==> config.mk <==
export PLATFORM = sky130hd
export DESIGN_NAME = delimited_text_cell_tokenizer
export DESIGN_NICKNAME = d
export VERILOG_FILES = /design/src/hw/rtl/dtct_pkg.sv /design/src/hw/rtl/dtct_col_store.sv /design/src/hw/rtl/dtct_ctrl.sv /design/src/hw/rtl/dtct_datapath.sv /design/src/hw/rtl/delimited_text_cell_tokenizer.sv
export SDC_FILE = /design/constraint.sdc
export NUM_CORES = 2
export LEC_CHECK = 0
export BUFFER_PORTS_ARGS = -buffer_cell sky130_fd_sc_hd__buf_2
export CAP_MARGIN = 30
export CORE_MARGIN = 3
export CORE_UTILIZATION = 63
export DETAILED_ROUTE_END_ITERATION = 12
export GPL_ROUTABILITY_DRIVEN = 0
export GPL_TIMING_DRIVEN = 0
export MAX_ROUTING_LAYER = met4
export PLACE_DENSITY = 0.8
export SETUP_SLACK_MARGIN = 0.15
export SLEW_MARGIN = 25
export SYNTH_ARGS = -nofsm -noshare
export SYNTH_HDL_FRONTEND = slang
export SYNTH_SLANG_ARGS = --single-unit
==> constraint.sdc <==
create_clock -name aclk -period 5.8 [get_ports aclk]
set_input_delay 0.87 -clock aclk [delete_from_list [all_inputs] [get_ports aclk]]
set_output_delay 0.87 -clock aclk [all_outputs]
set_load 0.05 [all_outputs]
==> src/hw/rtl/dtct_pkg.sv <==
// ----------------------------------------------------------------------------
// dtct_pkg
// Shared types and constants of the delimited text cell tokenizer.
// ----------------------------------------------------------------------------
package dtct_pkg;

    localparam int LEN_W     = 10;
    localparam int POS_W     = 16;
    localparam int FIELD_MAX = 1023;
    localparam int CAP_TOP   = (1 << LEN_W) - 1;

    // lengths and fraction counts saturate here
    localparam logic [LEN_W-1:0] LEN_CAP =
        LEN_W'((FIELD_MAX < CAP_TOP) ? FIELD_MAX : CAP_TOP);

    localparam int COLUMN_LIMIT_DEF = 32;

    // character codes
    localparam logic [7:0] CH_NEWLINE = 8'h0A;
    localparam logic [7:0] CH_QUOTE   = 8'h22;
    localparam logic [7:0] CH_PLUS    = 8'h2B;
    localparam logic [7:0] CH_MINUS   = 8'h2D;
    localparam logic [7:0] CH_POINT   = 8'h2E;
    localparam logic [7:0] CH_ZERO    = 8'h30;
    localparam logic [7:0] CH_NINE    = 8'h39;
    localparam logic [7:0] CH_UPPER_E = 8'h45;
    localparam logic [7:0] CH_LOWER_E = 8'h65;

    // configuration defaults
    localparam logic [1:0]  MODE_RST       = 2'd0;
    localparam logic [7:0]  FIRST_DLM_RST  = 8'd32;
    localparam logic [7:0]  SECOND_DLM_RST = 8'd9;
    localparam logic [15:0] START_ROW_RST  = 16'd0;
    localparam logic [9:0]  START_COL_RST  = 10'd0;
    localparam logic [7:0]  ROW_STEP_RST   = 8'd1;
    localparam logic [7:0]  COL_STEP_RST   = 8'd1;
    localparam logic [15:0] RUN_LEN_RST    = 16'd20000;

    typedef enum logic [2:0] {
        REG_MODE       = 3'd0,
        REG_FIRST_DLM  = 3'd1,
        REG_SECOND_DLM = 3'd2,
        REG_START_ROW  = 3'd3,
        REG_START_COL  = 3'd4,
        REG_ROW_STEP   = 3'd5,
        REG_COL_STEP   = 3'd6,
        REG_RUN_LEN    = 3'd7
    } reg_index_t;

    typedef enum logic [2:0] {
        KIND_TOKEN  = 3'd0,
        KIND_NUMBER = 3'd1,
        KIND_STRING = 3'd2,
        KIND_FORMAT = 3'd3,
        KIND_END    = 3'd4
    } kind_t;

    typedef enum logic [1:0] {
        PH_IDLE  = 2'd0,
        PH_BARE  = 2'd1,
        PH_QUOTE = 2'd2,
        PH_DELIM = 2'd3
    } phase_t;

    typedef enum logic [2:0] {
        ST_IDLE,
        ST_UPDATE,
        ST_END_UPDATE,
        ST_WALK_RD,
        ST_WALK_OUT,
        ST_END_OUT
    } ctrl_state_t;

    typedef struct packed {
        logic accept;     // input beat taken this cycle
        logic upd_write;  // write back column maximum
        logic walk_rd;    // read store at walk index
        logic walk_next;  // advance walk index
        logic fmt_load;   // load column format result
        logic end_load;   // load end result, clear parse state
    } ctrl_cmd_t;

    typedef struct packed {
        logic out_free;    // output register can take a result
        logic fin_now;     // offered beat closes a field
        logic eoi_now;     // offered beat is end of input
        logic walk_last;   // walk index at last column
        logic fmt_nonzero; // column read back has nonzero width
    } dp_stat_t;

endpackage

==> src/hw/rtl/dtct_col_store.sv <==
// ----------------------------------------------------------------------------
// dtct_col_store
// Per-column width and decimals store: one write port, one registered read
// port, all valid bits cleared at once. Invalid entries read as zero.
// ----------------------------------------------------------------------------
module dtct_col_store #(
    parameter int DEPTH = dtct_pkg::COLUMN_LIMIT_DEF,
    parameter int IDX_W = (DEPTH > 1) ? $clog2(DEPTH) : 1
) (
    input  logic                       aclk,
    input  logic                       aresetn,
    input  logic                       clear,
    input  logic                       rd_en,
    input  logic [IDX_W-1:0]           rd_addr,
    output logic [dtct_pkg::LEN_W-1:0] rd_width,
    output logic [dtct_pkg::LEN_W-1:0] rd_dec,
    input  logic                       wr_en,
    input  logic [IDX_W-1:0]           wr_addr,
    input  logic [dtct_pkg::LEN_W-1:0] wr_width,
    input  logic [dtct_pkg::LEN_W-1:0] wr_dec
);
    import dtct_pkg::*;

    logic [LEN_W-1:0] width_mem [DEPTH];
    logic [LEN_W-1:0] dec_mem   [DEPTH];
    logic [DEPTH-1:0] valid_reg;
    logic             rd_valid_reg;
    logic [LEN_W-1:0] rd_width_reg;
    logic [LEN_W-1:0] rd_dec_reg;

    always_ff @(posedge aclk) begin
        if (wr_en) begin
            width_mem[wr_addr] <= wr_width;
            dec_mem[wr_addr]   <= wr_dec;
        end
        if (rd_en) begin
            rd_width_reg <= width_mem[rd_addr];
            rd_dec_reg   <= dec_mem[rd_addr];
        end
    end

    always_ff @(posedge aclk) begin
        if (!aresetn) begin
            valid_reg    <= '0;
            rd_valid_reg <= 1'b0;
        end else begin
            if (clear) begin
                valid_reg <= '0;
            end else if (wr_en) begin
                valid_reg[wr_addr] <= 1'b1;
            end
            if (rd_en) begin
                rd_valid_reg <= valid_reg[rd_addr];
            end
        end
    end

    assign rd_width = rd_valid_reg ? rd_width_reg : '0;
    assign rd_dec   = rd_valid_reg ? rd_dec_reg   : '0;

endmodule

==> src/hw/rtl/dtct_ctrl.sv <==
// ----------------------------------------------------------------------------
// dtct_ctrl
// Sequencer: takes input beats, schedules the store write-back after a field
// closes and walks the column store at end of input.
// ----------------------------------------------------------------------------
module dtct_ctrl (
    input  logic                 aclk,
    input  logic                 aresetn,
    input  logic                 s_tvalid,
    output logic                 s_tready,
    input  dtct_pkg::dp_stat_t   stat,
    output dtct_pkg::ctrl_cmd_t  cmd
);
    import dtct_pkg::*;

    ctrl_state_t state_reg;
    ctrl_state_t state_next;

    always_ff @(posedge aclk) begin
        if (!aresetn) begin
            state_reg <= ST_IDLE;
        end else begin
            state_reg <= state_next;
        end
    end

    always_comb begin
        state_next = state_reg;
        cmd        = '0;
        s_tready   = (state_reg == ST_IDLE) && stat.out_free;
        cmd.accept = s_tvalid && s_tready;
        unique case (state_reg)
            ST_IDLE: begin
                if (cmd.accept) begin
                    if (stat.eoi_now) begin
                        state_next = stat.fin_now ? ST_END_UPDATE : ST_WALK_RD;
                    end else if (stat.fin_now) begin
                        state_next = ST_UPDATE;
                    end
                end
            end
            ST_UPDATE: begin
                cmd.upd_write = 1'b1;
                state_next    = ST_IDLE;
            end
            ST_END_UPDATE: begin
                cmd.upd_write = 1'b1;
                state_next    = ST_WALK_RD;
            end
            ST_WALK_RD: begin
                cmd.walk_rd = 1'b1;
                state_next  = ST_WALK_OUT;
            end
            ST_WALK_OUT: begin
                // empty columns are skipped without a beat
                if (!stat.fmt_nonzero || stat.out_free) begin
                    cmd.fmt_load = stat.fmt_nonzero;
                    if (stat.walk_last) begin
                        state_next = ST_END_OUT;
                    end else begin
                        cmd.walk_next = 1'b1;
                        state_next    = ST_WALK_RD;
                    end
                end
            end
            ST_END_OUT: begin
                if (stat.out_free) begin
                    cmd.end_load = 1'b1;
                    state_next   = ST_IDLE;
                end
            end
            default: begin
                state_next = ST_IDLE;
            end
        endcase
    end

    a_eoi_leaves_idle: assert property (@(posedge aclk) disable iff (!aresetn)
        (cmd.accept && stat.eoi_now) |=> (state_reg != ST_IDLE))
        else $error("end of input did not start the column walk");

    a_walk_order: assert property (@(posedge aclk) disable iff (!aresetn)
        (state_reg == ST_WALK_OUT) |->
            ($past(state_reg) == ST_WALK_RD || $past(state_reg) == ST_WALK_OUT))
        else $error("walk output without a store read");

    a_end_to_idle: assert property (@(posedge aclk) disable iff (!aresetn)
        cmd.end_load |=> (state_reg == ST_IDLE))
        else $error("end result not followed by idle");

endmodule

==> src/hw/rtl/dtct_datapath.sv <==
// ----------------------------------------------------------------------------
// dtct_datapath
// Configuration registers, field parser state, line position tracking,
// store address and write-back logic, and the output register.
// ----------------------------------------------------------------------------
module dtct_datapath #(
    parameter int COLUMN_LIMIT = dtct_pkg::COLUMN_LIMIT_DEF,
    parameter int IDX_W        = (COLUMN_LIMIT > 1) ? $clog2(COLUMN_LIMIT) : 1
) (
    input  logic                       aclk,
    input  logic                       aresetn,
    input  logic [7:0]                 s_tdata,
    input  logic                       s_tuser,
    output logic                       m_tvalid,
    input  logic                       m_tready,
    output logic [63:0]                m_tdata,
    output logic [2:0]                 m_tuser,
    output logic                       m_tlast,
    input  logic                       cfg_we,
    input  logic [2:0]                 cfg_index,
    input  logic [15:0]                cfg_data,
    input  dtct_pkg::ctrl_cmd_t        cmd,
    output dtct_pkg::dp_stat_t         stat,
    output logic                       st_clear,
    output logic                       st_rd_en,
    output logic [IDX_W-1:0]           st_rd_addr,
    input  logic [dtct_pkg::LEN_W-1:0] st_rd_width,
    input  logic [dtct_pkg::LEN_W-1:0] st_rd_dec,
    output logic                       st_wr_en,
    output logic [IDX_W-1:0]           st_wr_addr,
    output logic [dtct_pkg::LEN_W-1:0] st_wr_width,
    output logic [dtct_pkg::LEN_W-1:0] st_wr_dec
);
    import dtct_pkg::*;

    // configuration
    logic [1:0]  mode_reg;
    logic [7:0]  first_dlm_reg;
    logic [7:0]  second_dlm_reg;
    logic [15:0] start_row_reg;
    logic [9:0]  start_col_reg;
    logic [7:0]  row_step_reg;
    logic [7:0]  col_step_reg;
    logic [15:0] run_len_reg;

    // parse state
    phase_t             phase_reg, phase_next;
    logic               lsf_reg, lsf_next;
    logic [LEN_W-1:0]   fc_reg, fc_next;
    logic [LEN_W-1:0]   apc_reg, apc_next;
    logic               pt_reg, pt_next;
    logic               num_reg, num_next;
    logic [POS_W-1:0]   line_row_reg, line_row_next;
    logic [POS_W-1:0]   line_col_reg, line_col_next;
    logic [POS_W-1:0]   row_off_reg, row_off_next;
    logic [POS_W-1:0]   col_off_reg, col_off_next;
    logic [POS_W-1:0]   lines_reg, lines_next;
    logic [IDX_W-1:0]   walk_idx_reg;

    // pending store write-back
    logic               upd_en_reg;
    logic [IDX_W-1:0]   upd_idx_reg;
    logic [LEN_W-1:0]   upd_fc_reg;
    logic [LEN_W-1:0]   upd_apc_reg;
    logic               upd_num_reg;

    // output register
    logic               m_tvalid_reg, m_tvalid_next;
    kind_t              out_kind_reg, out_kind_next;
    logic [7:0]         out_tok_reg, out_tok_next;
    logic [POS_W-1:0]   out_row_reg, out_row_next;
    logic [POS_W-1:0]   out_col_reg, out_col_next;
    logic               out_inr_reg, out_inr_next;
    logic [LEN_W-1:0]   out_len_reg, out_len_next;
    logic [LEN_W-1:0]   out_frac_reg, out_frac_next;
    logic               out_last_reg, out_last_next;
    logic               out_load;

    // byte decode
    logic [7:0]       b;
    logic             is_nl, is_dq, is_dlm, strip;
    logic             fin, add, go_between;
    logic             bt_nl, bt_dlm, bt_q, bt_bare, tok;
    logic             dlm_count;
    phase_t           eff_phase;
    logic             eff_lsf;
    logic [LEN_W-1:0] fc_in, apc_in, fc_add, apc_add;
    logic             pt_in, num_in, ok, num_add, pt_add;
    logic [POS_W:0]   line_cnt;
    logic             wrap;
    logic [POS_W-1:0] cell_row, cell_col;
    logic             cell_inr, cell_num;
    logic [LEN_W:0]   fmt_w;
    logic [LEN_W-1:0] fmt_len;

    always_ff @(posedge aclk) begin
        if (!aresetn) begin
            mode_reg       <= MODE_RST;
            first_dlm_reg  <= FIRST_DLM_RST;
            second_dlm_reg <= SECOND_DLM_RST;
            start_row_reg  <= START_ROW_RST;
            start_col_reg  <= START_COL_RST;
            row_step_reg   <= ROW_STEP_RST;
            col_step_reg   <= COL_STEP_RST;
            run_len_reg    <= RUN_LEN_RST;
        end else if (cfg_we) begin
            unique case (reg_index_t'(cfg_index))
                REG_MODE:       mode_reg       <= cfg_data[1:0];
                REG_FIRST_DLM:  first_dlm_reg  <= cfg_data[7:0];
                REG_SECOND_DLM: second_dlm_reg <= cfg_data[7:0];
                REG_START_ROW:  start_row_reg  <= cfg_data;
                REG_START_COL:  start_col_reg  <= cfg_data[9:0];
                REG_ROW_STEP:   row_step_reg   <= cfg_data[7:0];
                REG_COL_STEP:   col_step_reg   <= cfg_data[7:0];
                REG_RUN_LEN:    run_len_reg    <= cfg_data;
            endcase
        end
    end

    assign b      = s_tdata;
    assign is_nl  = (b == CH_NEWLINE);
    assign is_dq  = (b == CH_QUOTE);
    assign is_dlm = (b == first_dlm_reg) || ((second_dlm_reg != 8'd0) && (b == second_dlm_reg));
    assign strip  = !mode_reg[1];

    // what the offered beat does to the field state
    always_comb begin
        fin        = 1'b0;
        add        = 1'b0;
        go_between = 1'b0;
        if (s_tuser) begin
            fin = (phase_reg == PH_BARE) || (phase_reg == PH_QUOTE);
        end else begin
            unique case (phase_reg)
                PH_BARE: begin
                    fin        = is_nl || is_dlm;
                    go_between = is_nl || is_dlm;
                    add        = !(is_nl || is_dlm);
                end
                PH_QUOTE: begin
                    fin        = is_dq || is_nl;
                    go_between = is_nl;
                    add        = !(is_dq || is_nl);
                end
                PH_IDLE, PH_DELIM: begin
                    go_between = 1'b1;
                end
            endcase
        end
    end

    // newline wins over delimiter, delimiter over quote
    assign bt_nl   = go_between && is_nl;
    assign bt_dlm  = go_between && !is_nl && is_dlm;
    assign bt_q    = go_between && !is_nl && !is_dlm && is_dq;
    assign bt_bare = go_between && !is_nl && !is_dlm && !is_dq;
    assign tok     = add || bt_bare;

    // a field that just closed leaves the parser between fields, off line start
    assign eff_phase = fin ? PH_IDLE : phase_reg;
    assign eff_lsf   = fin ? 1'b0 : lsf_reg;
    assign dlm_count = !((eff_phase == PH_DELIM) && strip) && !(eff_lsf && strip);

    assign fc_in   = bt_bare ? '0 : fc_reg;
    assign apc_in  = bt_bare ? '0 : apc_reg;
    assign pt_in   = bt_bare ? 1'b0 : pt_reg;
    assign num_in  = bt_bare ? 1'b1 : num_reg;
    assign ok      = ((b >= CH_ZERO) && (b <= CH_NINE)) || (b == CH_POINT) ||
                     (b == CH_MINUS) || (b == CH_PLUS) ||
                     ((fc_in != '0) && ((b == CH_LOWER_E) || (b == CH_UPPER_E)));
    assign num_add = num_in && ok;
    assign apc_add = (pt_in && (apc_in < LEN_CAP)) ? apc_in + LEN_W'(1) : apc_in;
    assign pt_add  = pt_in || (b == CH_POINT);
    assign fc_add  = (fc_in < LEN_CAP) ? fc_in + LEN_W'(1) : fc_in;

    assign line_cnt = {1'b0, lines_reg} + (POS_W+1)'(1);
    assign wrap     = (line_cnt >= {1'b0, run_len_reg});

    assign cell_row = line_row_reg + row_off_reg;
    assign cell_col = line_col_reg + col_off_reg;
    assign cell_inr = (cell_col < POS_W'(COLUMN_LIMIT));
    assign cell_num = (phase_reg != PH_QUOTE) && num_reg && (fc_reg != '0);

    always_comb begin
        phase_next    = phase_reg;
        lsf_next      = lsf_reg;
        fc_next       = fc_reg;
        apc_next      = apc_reg;
        pt_next       = pt_reg;
        num_next      = num_reg;
        line_row_next = line_row_reg;
        line_col_next = line_col_reg;
        row_off_next  = row_off_reg;
        col_off_next  = col_off_reg;
        lines_next    = lines_reg;
        if (cmd.end_load) begin
            phase_next    = PH_IDLE;
            lsf_next      = 1'b1;
            fc_next       = '0;
            apc_next      = '0;
            pt_next       = 1'b0;
            num_next      = 1'b1;
            line_row_next = start_row_reg;
            line_col_next = POS_W'(start_col_reg);
            row_off_next  = '0;
            col_off_next  = '0;
            lines_next    = '0;
        end else if (cmd.accept && !s_tuser) begin
            if (fin) begin
                phase_next = PH_IDLE;
                lsf_next   = 1'b0;
            end
            if (bt_nl) begin
                phase_next   = PH_IDLE;
                lsf_next     = 1'b1;
                row_off_next = '0;
                col_off_next = '0;
                lines_next   = wrap ? '0 : line_cnt[POS_W-1:0];
                if (mode_reg[0]) begin
                    if (wrap) begin
                        line_col_next = POS_W'(start_col_reg);
                        line_row_next = line_row_reg + POS_W'(row_step_reg);
                    end else begin
                        line_col_next = line_col_reg + POS_W'(col_step_reg);
                    end
                end else begin
                    if (wrap) begin
                        line_row_next = start_row_reg;
                        line_col_next = line_col_reg + POS_W'(col_step_reg);
                    end else begin
                        line_row_next = line_row_reg + POS_W'(row_step_reg);
                    end
                end
            end
            if (bt_dlm) begin
                if (dlm_count) begin
                    if (mode_reg[0]) begin
                        row_off_next = row_off_reg + POS_W'(1);
                    end else begin
                        col_off_next = col_off_reg + POS_W'(1);
                    end
                end
                phase_next = strip ? PH_DELIM : PH_IDLE;
            end
            if (bt_q) begin
                phase_next = PH_QUOTE;
                fc_next    = '0;
                apc_next   = '0;
                pt_next    = 1'b0;
                num_next   = 1'b1;
            end
            if (bt_bare) begin
                phase_next = PH_BARE;
            end
            if (tok) begin
                fc_next  = fc_add;
                apc_next = apc_add;
                pt_next  = pt_add;
                num_next = num_add;
            end
        end
        // a start position write also moves the line position
        if (cfg_we && (reg_index_t'(cfg_index) == REG_START_ROW)) begin
            line_row_next = cfg_data;
        end
        if (cfg_we && (reg_index_t'(cfg_index) == REG_START_COL)) begin
            line_col_next = POS_W'(cfg_data[9:0]);
        end
    end

    always_ff @(posedge aclk) begin
        if (!aresetn) begin
            phase_reg    <= PH_IDLE;
            lsf_reg      <= 1'b1;
            fc_reg       <= '0;
            apc_reg      <= '0;
            pt_reg       <= 1'b0;
            num_reg      <= 1'b1;
            line_row_reg <= START_ROW_RST;
            line_col_reg <= POS_W'(START_COL_RST);
            row_off_reg  <= '0;
            col_off_reg  <= '0;
            lines_reg    <= '0;
            walk_idx_reg <= '0;
            upd_en_reg   <= 1'b0;
            m_tvalid_reg <= 1'b0;
        end else begin
            phase_reg    <= phase_next;
            lsf_reg      <= lsf_next;
            fc_reg       <= fc_next;
            apc_reg      <= apc_next;
            pt_reg       <= pt_next;
            num_reg      <= num_next;
            line_row_reg <= line_row_next;
            line_col_reg <= line_col_next;
            row_off_reg  <= row_off_next;
            col_off_reg  <= col_off_next;
            lines_reg    <= lines_next;
            m_tvalid_reg <= m_tvalid_next;
            if (cmd.end_load) begin
                walk_idx_reg <= '0;
            end else if (cmd.walk_next) begin
                walk_idx_reg <= walk_idx_reg + IDX_W'(1);
            end
            if (cmd.accept && fin) begin
                upd_en_reg <= cell_inr;
            end
        end
    end

    always_ff @(posedge aclk) begin
        if (cmd.accept && fin) begin
            upd_idx_reg <= cell_col[IDX_W-1:0];
            upd_fc_reg  <= fc_reg;
            upd_apc_reg <= apc_reg;
            upd_num_reg <= cell_num;
        end
    end

    // store: read in the closing cycle, max and write back in the next
    assign st_clear    = cmd.end_load;
    assign st_rd_en    = (cmd.accept && fin) || cmd.walk_rd;
    assign st_rd_addr  = cmd.walk_rd ? walk_idx_reg : cell_col[IDX_W-1:0];
    assign st_wr_en    = cmd.upd_write && upd_en_reg;
    assign st_wr_addr  = upd_idx_reg;
    assign st_wr_width = (upd_fc_reg > st_rd_width) ? upd_fc_reg : st_rd_width;
    assign st_wr_dec   = (upd_num_reg && (upd_apc_reg > st_rd_dec)) ? upd_apc_reg : st_rd_dec;

    assign fmt_w   = {1'b0, st_rd_width} + (LEN_W+1)'(1);
    assign fmt_len = (fmt_w > {1'b0, LEN_CAP}) ? LEN_CAP : fmt_w[LEN_W-1:0];

    always_comb begin
        out_load      = 1'b0;
        out_kind_next = KIND_TOKEN;
        out_tok_next  = '0;
        out_row_next  = '0;
        out_col_next  = '0;
        out_inr_next  = 1'b0;
        out_len_next  = '0;
        out_frac_next = '0;
        out_last_next = 1'b0;
        if (cmd.accept && fin) begin
            out_load      = 1'b1;
            out_kind_next = cell_num ? KIND_NUMBER : KIND_STRING;
            out_row_next  = cell_row;
            out_col_next  = cell_col;
            out_inr_next  = cell_inr;
            out_len_next  = fc_reg;
            out_frac_next = cell_num ? apc_reg : '0;
            out_last_next = !s_tuser;
        end else if (cmd.accept && tok) begin
            out_load      = 1'b1;
            out_tok_next  = b;
            out_last_next = 1'b1;
        end else if (cmd.fmt_load) begin
            out_load      = 1'b1;
            out_kind_next = KIND_FORMAT;
            out_col_next  = POS_W'(walk_idx_reg);
            out_inr_next  = 1'b1;
            out_len_next  = fmt_len;
            out_frac_next = st_rd_dec;
        end else if (cmd.end_load) begin
            out_load      = 1'b1;
            out_kind_next = KIND_END;
            out_last_next = 1'b1;
        end
        m_tvalid_next = out_load ? 1'b1 : (m_tready ? 1'b0 : m_tvalid_reg);
    end

    always_ff @(posedge aclk) begin
        if (out_load) begin
            out_kind_reg <= out_kind_next;
            out_tok_reg  <= out_tok_next;
            out_row_reg  <= out_row_next;
            out_col_reg  <= out_col_next;
            out_inr_reg  <= out_inr_next;
            out_len_reg  <= out_len_next;
            out_frac_reg <= out_frac_next;
            out_last_reg <= out_last_next;
        end
    end

    assign m_tvalid = m_tvalid_reg;
    assign m_tdata  = {3'b000, out_frac_reg, out_len_reg, out_inr_reg,
                       out_col_reg, out_row_reg, out_tok_reg};
    assign m_tuser  = out_kind_reg;
    assign m_tlast  = out_last_reg;

    assign stat.out_free    = !m_tvalid_reg || m_tready;
    assign stat.fin_now     = fin;
    assign stat.eoi_now     = s_tuser;
    assign stat.walk_last   = (walk_idx_reg == IDX_W'(COLUMN_LIMIT - 1));
    assign stat.fmt_nonzero = (st_rd_width != '0);

    a_wb_after_read: assert property (@(posedge aclk) disable iff (!aresetn)
        cmd.upd_write |-> $past(st_rd_en))
        else $error("store write-back without a preceding read");

    a_frac_in_len: assert property (@(posedge aclk) disable iff (!aresetn)
        (fc_reg <= LEN_CAP) && (apc_reg <= fc_reg))
        else $error("field counters out of bounds");

    a_end_clears: assert property (@(posedge aclk) disable iff (!aresetn)
        cmd.end_load |=> (phase_reg == PH_IDLE && lsf_reg &&
                          row_off_reg == '0 && col_off_reg == '0 && lines_reg == '0))
        else $error("parse state not cleared after end of input");

endmodule

==> src/hw/rtl/delimited_text_cell_tokenizer.sv <==
// ----------------------------------------------------------------------------
// delimited_text_cell_tokenizer
// Output: a result is registered and presented in the cycle after the beat
// that causes it. Input: token, delimiter and newline bytes are taken while
// the output register is free; a byte closing a field holds off input for
// the column store read-modify-write. End of input: an open field is written
// back, then each column is read and output if nonzero, then the end result.
// Reset (aresetn low, synchronous): config to defaults, store valid bits
// cleared in the same cycle, parser between fields at the start position.
// ----------------------------------------------------------------------------
module delimited_text_cell_tokenizer #(
    parameter int COLUMN_LIMIT = dtct_pkg::COLUMN_LIMIT_DEF
) (
    input  logic        aclk,
    input  logic        aresetn,
    // input stream
    input  logic        s_tvalid,
    output logic        s_tready,
    input  logic [7:0]  s_tdata,   // [7:0] data_byte
    input  logic        s_tuser,   // [0] end_of_input
    // result stream
    output logic        m_tvalid,
    input  logic        m_tready,
    output logic [63:0] m_tdata,   // [7:0] token_byte, [23:8] cell_row,
                                   // [39:24] cell_column, [40] column_in_range,
                                   // [50:41] field_length, [60:51] fraction_digits
    output logic [2:0]  m_tuser,   // [2:0] kind
    output logic        m_tlast,   // last
    // configuration writes
    input  logic        cfg_valid,
    output logic        cfg_ready,
    input  logic [2:0]  cfg_index,
    input  logic [15:0] cfg_data
);
    import dtct_pkg::*;

    localparam int IDX_W = (COLUMN_LIMIT > 1) ? $clog2(COLUMN_LIMIT) : 1;

    ctrl_cmd_t        cmd;
    dp_stat_t         stat;
    logic             cfg_we;
    logic             st_clear;
    logic             st_rd_en;
    logic [IDX_W-1:0] st_rd_addr;
    logic [LEN_W-1:0] st_rd_width;
    logic [LEN_W-1:0] st_rd_dec;
    logic             st_wr_en;
    logic [IDX_W-1:0] st_wr_addr;
    logic [LEN_W-1:0] st_wr_width;
    logic [LEN_W-1:0] st_wr_dec;

    assign cfg_ready = 1'b1;
    assign cfg_we    = cfg_valid && cfg_ready;

    dtct_ctrl u_ctrl (
        .aclk     (aclk),
        .aresetn  (aresetn),
        .s_tvalid (s_tvalid),
        .s_tready (s_tready),
        .stat     (stat),
        .cmd      (cmd)
    );

    dtct_datapath #(
        .COLUMN_LIMIT (COLUMN_LIMIT),
        .IDX_W        (IDX_W)
    ) u_datapath (
        .aclk        (aclk),
        .aresetn     (aresetn),
        .s_tdata     (s_tdata),
        .s_tuser     (s_tuser),
        .m_tvalid    (m_tvalid),
        .m_tready    (m_tready),
        .m_tdata     (m_tdata),
        .m_tuser     (m_tuser),
        .m_tlast     (m_tlast),
        .cfg_we      (cfg_we),
        .cfg_index   (cfg_index),
        .cfg_data    (cfg_data),
        .cmd         (cmd),
        .stat        (stat),
        .st_clear    (st_clear),
        .st_rd_en    (st_rd_en),
        .st_rd_addr  (st_rd_addr),
        .st_rd_width (st_rd_width),
        .st_rd_dec   (st_rd_dec),
        .st_wr_en    (st_wr_en),
        .st_wr_addr  (st_wr_addr),
        .st_wr_width (st_wr_width),
        .st_wr_dec   (st_wr_dec)
    );

    dtct_col_store #(
        .DEPTH (COLUMN_LIMIT),
        .IDX_W (IDX_W)
    ) u_store (
        .aclk     (aclk),
        .aresetn  (aresetn),
        .clear    (st_clear),
        .rd_en    (st_rd_en),
        .rd_addr  (st_rd_addr),
        .rd_width (st_rd_width),
        .rd_dec   (st_rd_dec),
        .wr_en    (st_wr_en),
        .wr_addr  (st_wr_addr),
        .wr_width (st_wr_width),
        .wr_dec   (st_wr_dec)
    );

endmodule
==> reports/metrics.cfg <==
[synthesis]
ys_ff_latch=975
synth_top_area_share_pct=52.2
synthCells=3221
yosysSeqAreaShare_pct=62.5
yosys.area.top_type=edfxtp_1
synth_area_per_cell_um2=13.4
synth.cell_area_um2=43200
synth_cell_types=87
yosys.cell_count.top_type=edfxtp_1
yosys_warnings=0
synth_edf_count=751
async_flop_share_pct=0
synth_common_cells=751 x edfxtp_1, 313 x nand2_1, 268 x nor2_1
synth_flop_cell=edfxtp_1
synth.area.top_cells=edfxtp_1 52%, dfxtp_1 10%, mux4_2 8.8%

[route]
drcViolationCount=0
drt_first_pass_iters=6
vias_per_cell=6.86
drtAntennaViolNets=0
wire_per_inst_um=27.4
drt-initial-drc-count=3731
num_vias=29900
wirelength_um=120000

[grt]
antenna_found_initial=2
grt_pass1_vias=29400
grt_pass1_wl_um=178000
overflow=0
grt_use_total_pct=34.4
grt_start_max_net_pins=35

[timing]
hold_viol=0
drv_slew=0
holdWs_ns=0.445
relSlewSlack_pct=27.6
max_freq_mhz=187
rsz0062_at_grt=false
setup_violations=0
worstMarginPinSlew_ns=1.07
fin_worst_skew_ns=0.0409
post-route-period-util_pct=92.0
fin_crit_ns=5.34
fin_ws_ns=0.462

[flow_run]
max_cap_viol_count=0

[die]
die_width_um=268
die-area_um2=71800
rows=95
num_io_pins=104
die-height_um=268
start_util_pct=64.0
core_area_um2=67500

[critical_path]
start_kind=flip-flop
required_ns=6.38
worstPathMaxFanout=10
worst-setup-path-type=flip-flop to flip-flop
cp-end-kind=flip-flop
arrival_ns=5.92
r2r_setup_slack_ns=0.46

[layout]
n_fill_cell=4196
multi_input_area_um2=15500
register_area_um2=27000
drive_gt1_share_pct=16.2
area_growth_pct=11.7
fin_nets=3549
stdcell_count=4366

[place]
dp_slack_ns=0.461
dp.cells=4186
port_buffers=83
hpwl_um=78100

[clocking]
clock-root-buffer=clkbuf_16
cts.clk_slew.worst_paths_ns=0.06
clk_path_buf_depth=3
cts_buffers=94
htreeDepth=3
cts_sinks=975
cts_tree=done
clock_latency_ns=0.68

[pwr]
ir_drop_mv=0.414
p_per_area_nw_per_um2=314
p_leak_nw=16.8

[status]
status=complete, no violations

[worst_hold_path]
min-delay-path-class=flip-flop to flip-flop

[cells in the final DEF (no fill, tap or decap), types with 94 or more instances in the layout]
cell type / instances
clkbuf_16: 94
buf_2: 107
a21oi_1: 164
mux4_2: 168
dfxtp_1: 224
ha_1: 96
nor2_1: 236
nand2_1: 313
edfxtp_1: 751
o21ai_0: 166
clkbuf_1: 138
[area by class of cell]
type                            instances  area share [%]
Clock inverter                         57            1.19
Timing Repair Buffer                   97            1.20
Sequential cell                       975            56.0
Inverter                               65           0.505
Multi-Input combinational cell       2011            32.2
Buffer                                172            1.47
Clock buffer                          115            5.18
Antenna cell                            1         0.00518
Tap cell                              873            2.26
[stage by stage]
stage          utilization, %  total power [W]  setup TNS (ns)  area, um2
2_1_floorplan               -          0.00868               0      43200
3_3_place_gp             66.3          0.00907          -15.62      44700
3_5_place_dp             66.9          0.00912               0      45100
4_1_cts                  71.4           0.0152               0      48200
5_1_grt                  71.5           0.0155               0      48300
6_report                 71.5           0.0152               0      48300
[path summary, 6_finish.rpt]
path	cells after the start	endpoint	startpoint
worst max-delay path	16	u_datapath.line_row_reg[7]	u_datapath.lines_reg[0]
worst max register to register	16	u_datapath.line_row_reg[7]	u_datapath.lines_reg[0]
worst min-delay path	0	u_datapath.upd_fc_reg[2]	u_datapath.fc_reg[2]
worst min register to register	0	u_datapath.upd_fc_reg[2]	u_datapath.fc_reg[2]
[per-layer routing]
| layer | global-route usage (%) | share of wire [%] | wire, um | up-vias |
|---|---|---|---|---|
| li1 | - | - | - | 12700 |
| met1 | 41.7 | 35 | 42100 | 14800 |
| met2 | 53.8 | 47 | 56800 | 1982 |
| met3 | 6.20 | 9.7 | 11600 | 516 |
| met4 | 21.9 | 7.6 | 9060 | 0 |
| met5 | - | 0 | 0 | - |
[logic make-up after synthesis]
group                      Yosys count  share of synthesized area [%]
DFF                                975                           62.5
and+or+nand+nor                    960                           10.4
AOI/OAI and AO/OA                  573                           8.43
muxes                              288                           11.7
buffers and inverters              237                           2.21
adders and majority gates          101                           2.99
xor gates and xnor gates            85                           1.72
other                                2                         0.0174
[where the power goes]
group	leakage [nW]	internal (W)	total (W)	switching, W
Combinational	6.70	0.000342	0.00128	0.000941
Sequential	8.56	0.00768	0.00774	0.0000590
Clock	1.51	0.00344	0.00613	0.00269
Total	16.8	0.0115	0.0152	0.00369
[worst max-delay path, cell delays in order (launching register included)]
cell	delay, ns
dfxtp_1	0.44
nand3_1	0.26
nor4_1	0.57
and3_1	0.22
clkbuf_1	0.21
nand3_1	0.17
xnor2_1	0.18
ha_1	0.33
nand4_1	0.10
or4_1	0.42
o211a_1	0.21
o21ai_0	0.85
nor2_2	0.32
clkbuf_1	0.34
mux2i_1	0.18
a211o_1	0.31
a21oi_1	0.15
[repair_timing]
item | 4_1_cts | 5_1_grt
setup endpoints to repair | 0 | 4
resized for setup | 0 | 0
buffers inserted | 0 | 3
hold buffers | 0 | 0
(Power assumes the default switching activity.)
